## src/rtl/trs_sqrt.sv

```systemverilog
// Pipelined integer square root, one root bit per stage, with a sideband
// that travels alongside. Depends on nothing but its parameters.
`default_nettype none

module trs_sqrt #(
  parameter int RW = 34,
  parameter int SW = 8
) (
  input  wire logic            clk,
  input  wire logic            rst,
  input  wire logic            en,
  input  wire logic            in_valid,
  input  wire logic [2*RW-1:0] in_rad,
  input  wire logic [SW-1:0]   in_side,
  output logic                 out_valid,
  output logic [RW-1:0]        out_root,
  output logic [SW-1:0]        out_side
);

  logic            v_s    [RW+1];
  logic [2*RW-1:0] rad_s  [RW+1];
  logic [RW+1:0]   rem_s  [RW+1];
  logic [RW-1:0]   root_s [RW+1];
  logic [SW-1:0]   side_s [RW+1];

  assign v_s[0]    = in_valid;
  assign rad_s[0]  = in_rad;
  assign rem_s[0]  = '0;
  assign root_s[0] = '0;
  assign side_s[0] = in_side;

  for (genvar i = 0; i < RW; i++) begin : g_stage
    logic [RW+1:0] rem2;
    logic [RW+1:0] trial;
    logic          ge;

    always_comb begin
      rem2  = {rem_s[i][RW-1:0], rad_s[i][2*RW-1 -: 2]};
      trial = {root_s[i], 2'b01};
      ge    = (rem2 >= trial);
    end

    always_ff @(posedge clk) begin
      if (rst) begin
        v_s[i+1] <= 1'b0;
      end else if (en) begin
        v_s[i+1] <= v_s[i];
      end
    end

    always_ff @(posedge clk) begin
      if (en) begin
        rad_s[i+1]  <= {rad_s[i][2*RW-3:0], 2'b00};
        rem_s[i+1]  <= ge ? (rem2 - trial) : rem2;
        root_s[i+1] <= {root_s[i][RW-2:0], ge};
        side_s[i+1] <= side_s[i];
      end
    end
  end

  assign out_valid = v_s[RW];
  assign out_root  = root_s[RW];
  assign out_side  = side_s[RW];

endmodule

`default_nettype wire

```

## config.mk

```make
export PLATFORM = sky130hd
export DESIGN_NAME = trs_sqrt
export DESIGN_NICKNAME = d
export VERILOG_FILES = /design/src/rtl/trs_sqrt.sv
export SDC_FILE = /design/constraint.sdc
export NUM_CORES = 2
export LEC_CHECK = 0
export BUFFER_PORTS_ARGS = -buffer_cell sky130_fd_sc_hd__buf_2
export CORE_MARGIN = 1
export CORE_UTILIZATION = 40
export CTS_CLUSTER_SIZE = 12
export DETAILED_ROUTE_END_ITERATION = 16
export PLACE_DENSITY_LB_ADDON = 0.1
export SLEW_MARGIN = 20
export SYNTH_ARGS = -nofsm -noshare
export SYNTH_HDL_FRONTEND = slang
export SYNTH_SLANG_ARGS = --single-unit
```

## constraint.sdc

```tcl
create_clock -name clk -period 5.77 [get_ports clk]
set_input_delay 0.577 -clock clk [delete_from_list [all_inputs] [get_ports clk]]
set_output_delay 0.577 -clock clk [all_outputs]
set_load 0.05 [all_outputs]
```

==> impl_metrics.py <==
metrics = {
    "global_routing": {
        "grt_max_degree": 170,
        "grt_first_pass_wirelength_microns": 471000,
        "grt_pass1_vias": 81100,
        "grt.total_usage_pct": 17.3,
        "grt_overflow": 0,
        "grt_antenna_before_repair": 2,
    },
    "floorplanning": {
        "io_pins": 123,
        "coreArea_sq_mm": 0.344,
        "die_h_microns": 591,
        "dieWidth_microns": 591,
        "start_util_pct": 40.3,
        "rows": 215,
        "fp.dieArea_sq_mm": 0.349,
    },
    "power": {
        "intPower_w": 0.0464,
        "net-switching-power_w": 0.0186,
        "p_comb_share_pct": 19.8,
        "swShare_pct": 28.6,
        "power.density_mw_per_mm2": 414,
        "clockPowerShare_pct": 33.8,
        "ir_worst_vdd_mv": 0.267,
        "p_total_w": 0.0650,
        "leakagePower_nw": 59.7,
        "pwr-share-seq_pct": 46.5,
    },
    "logic_synthesis": {
        "synth_area_sq_mm": 0.139,
        "synth_seq_area_share_pct": 66.8,
        "yosysTopAreaCell": "edfxtp_1",
        "synth-edff-count": 3060,
        "synth_area_leaders": "edfxtp_1, ha_1, xnor2_1, xor2_1, a21oi_1",
        "ys_warn_count": 0,
        "synth_cell_types": 86,
        "synth_nets": 11100,
        "synth_ff_type": "edfxtp_1",
        "synthCells": 10400,
        "synth.avg_cell_area_sq_um": 13.3,
        "synthArstFlopShare_pct": 0,
        "synth_seq_cells": 3094,
        "synth_top_area_share_pct": 66.3,
    },
    "timing": {
        "hold_ws_ps": 153,
        "skew_ps": 61.0,
        "fin_ws_ps": 1520,
        "relSlewSlack_pct": 29.3,
        "fin_crit_ps": 4250,
        "fmax_mhz": 235,
        "rsz0062_at_grt": "no",
        "hold_viol": 0,
        "fin_tns_setup_ps": 0,
        "setup_viol": 0,
        "slew_violations": 0,
        "tightest_slew_ps": 1060,
        "fin_crit_sh_pct": 73.7,
    },
    "placement": {
        "numPlacedInstances": 14900,
        "io_buffers": 122,
        "gp_congestion": 0.882,
        "dp_slack_ps": 1530,
        "dp_hpwl_microns": 221000,
    },
    "clock_tree": {
        "post_cts_buffers": 0,
        "cts_buffers": 353,
        "clk_latency_ps": 950,
        "clock_path_buffers": 4,
        "clock_sinks": 3094,
        "clock-root-buffer": "clkbuf_16",
        "cts_tree": "yes",
        "clk_pin_slew_worst_paths_ps": 60,
        "htree_levels": 5,
    },
    "critical_path": {
        "cp-end-kind": "register",
        "required_ps": 6420,
        "startpoint_type": "register",
        "crit_end": "g_stage[6].rem2[31]",
        "worst-path-max-fanout": 16,
        "r2r_start": "g_stage[5].rem2[13]",
        "r2r_slack_ps": 1520,
        "critPathKind": "reg2reg",
        "cp.arrival_ps": 4910,
        "startpoint": "g_stage[5].rem2[13]",
        "r2r-end": "g_stage[6].rem2[31]",
        "r2r.worst_path.cells": 10,
    },
    "drt": {
        "vias": 80400,
        "drc": 0,
        "via_per_inst": 5.14,
        "routedWlPerCell_microns": 19.6,
        "first_pass_iters": 8,
        "drt-total-wl_microns": 307000,
        "drt_iter0_drc": 5435,
        "postRouteAntennaNets": 0,
    },
    "outcome": {
        "status": "finished, final reports clean",
    },
    "cells_and_area": {
        "drive_above_1_share_pct": 7.61,
        "final-instance-count-excl-fill": 15600,
        "syn_to_final_growth_pct": 13.4,
        "fill_cells": 30500,
        "nets": 11500,
    },
    "min_path": {
        "hold_path.class": "in2reg",
    },
    "flow_run": {
        "timing.max_cap.violations": 0,
    },
}
-- worst min-delay path by stage --
stage                startpoint                  end  slack (ps)  depth (start not counted)
finish                       en          rad_s[2259]         150                          1
global placement    side_s[238]          side_s[230]         400                          0
CTS                          en          rad_s[2259]         120                          1
global route                 en          rad_s[2259]         140                          1
detailed placement  rad_s[1152]  g_stage[19].rem2[0]         400                          0
floorplan           rad_s[1764]  g_stage[10].rem2[0]         400                          0
-- sequential cells by signal, summed over array words and instances (netlist names) --
signal and flops:
v_s 33, out_valid 1, out_side 8, rad_s 1056, side_s 264, out_root 34
g_stage.rem2 1137, g_stage.trial 561
-- Yosys cell counts (12+ instances only) --
cell type	n
a2111oi_0	19
a211oi_1	42
a21boi_0	25
a21o_1	286
a21oi_1	653
a31oi_1	49
a41o_1	12
and2_1	33
and3_1	62
buf_1	17
clkbuf_1	188
dfxtp_1	34
edfxtp_1	3060
ha_1	631
inv_1	803
mux2_2	67
mux2i_1	47
nand2_1	681
nand2b_1	127
nand3_1	179
nand3b_1	23
nand4_1	113
nand4b_1	17
nor2_1	657
nor2b_1	105
nor3_1	240
nor3b_1	17
nor4_1	107
nor4b_1	16
o211ai_1	32
o21a_1	114
o21ai_0	526
o21bai_1	49
o31ai_1	69
o41ai_1	14
or2_2	43
or3_1	106
or4_1	50
xnor2_1	449
xor2_1	449
-- timing repair --
action | in CTS | in global routing
hold buffers | 79 | 0
hold endpoints to repair | 92 | 0
resized for setup | 0 | 0
-- metrics by stage --
stage                     cell area (sq um)  utilization (%)
after floorplan                      139000                -
after global placement               145000             42.2
after detailed placement             145000             42.2
after CTS                            157000             45.7
after global routing                 157000             45.7
final                                157000             45.7
-- power groups by stage --
stage / Clock, W / Combinational [W] / Sequential [W]
after floorplan: 0 / 0.00929 / 0.0297
after global placement: 0 / 0.0126 / 0.0307
after detailed placement: 0 / 0.0128 / 0.0307
after CTS: 0.0228 / 0.0129 / 0.0303
after global routing: 0.0235 / 0.0143 / 0.0305
final: 0.0220 / 0.0128 / 0.0302
-- cells by family after synthesis --
group | after synthesis | share of synthesized area (%)
multiplexers | 114 | 0.884
AO/OA/AOI/OAI | 2014 | 8.92
buffers and inverters | 1025 | 2.82
flip-flops | 3094 | 66.8
AND/OR/NAND/NOR | 2610 | 9.20
other | 1 | 0.00271
XOR/XNOR | 898 | 5.68
adder cells (fa/ha/maj) | 631 | 5.70
-- cells in the final DEF, fill, tap and decap left out, types with 359 or more instances in the layout --
cell type and n:
clkbuf_16 359, o21ai_0 525, nand2_1 681, nor2_1 656, xnor2_1 449, xor2_1 449
inv_1 803, edfxtp_1 3060, a21oi_1 652, ha_1 631
-- layer usage --
metal / global-route usage [%] / share of wire (%) / up-vias / wire, microns
li1: - / - / 39200 / -
met1: 21.2 / 42 / 39000 / 129000
met2: 30.9 / 50 / 1567 / 155000
met3: 2.03 / 3.5 / 603 / 10700
met4: 6.77 / 4.0 / 0 / 12200
met5: 0 / 0 / - / 0
-- worst max-delay path, cell delays in order (launching register included) --
cell      delay [ps]
edfxtp_1         420
or4_1            580
or4_1            620
or4_1            590
nor4_2           390
nand3_2          350
nand3_1          240
or4_1            370
or2_2            220
nor3_1            60
xor2_1           150
-- layout make-up --
type                       instances  area [sq um]  area share [%]
antenna                            2          5.00         0.00318
tap                             4557          5700            3.63
clock buffer                     444          9380            5.97
inverter                         806          3030            1.93
multi-input combinational       6268         42200            26.8
timing repair buffer             286          2300            1.47
clock inverter                   188          2000            1.27
sequential                      3094         92600            58.9
Power figures use the tool's default switching activity.
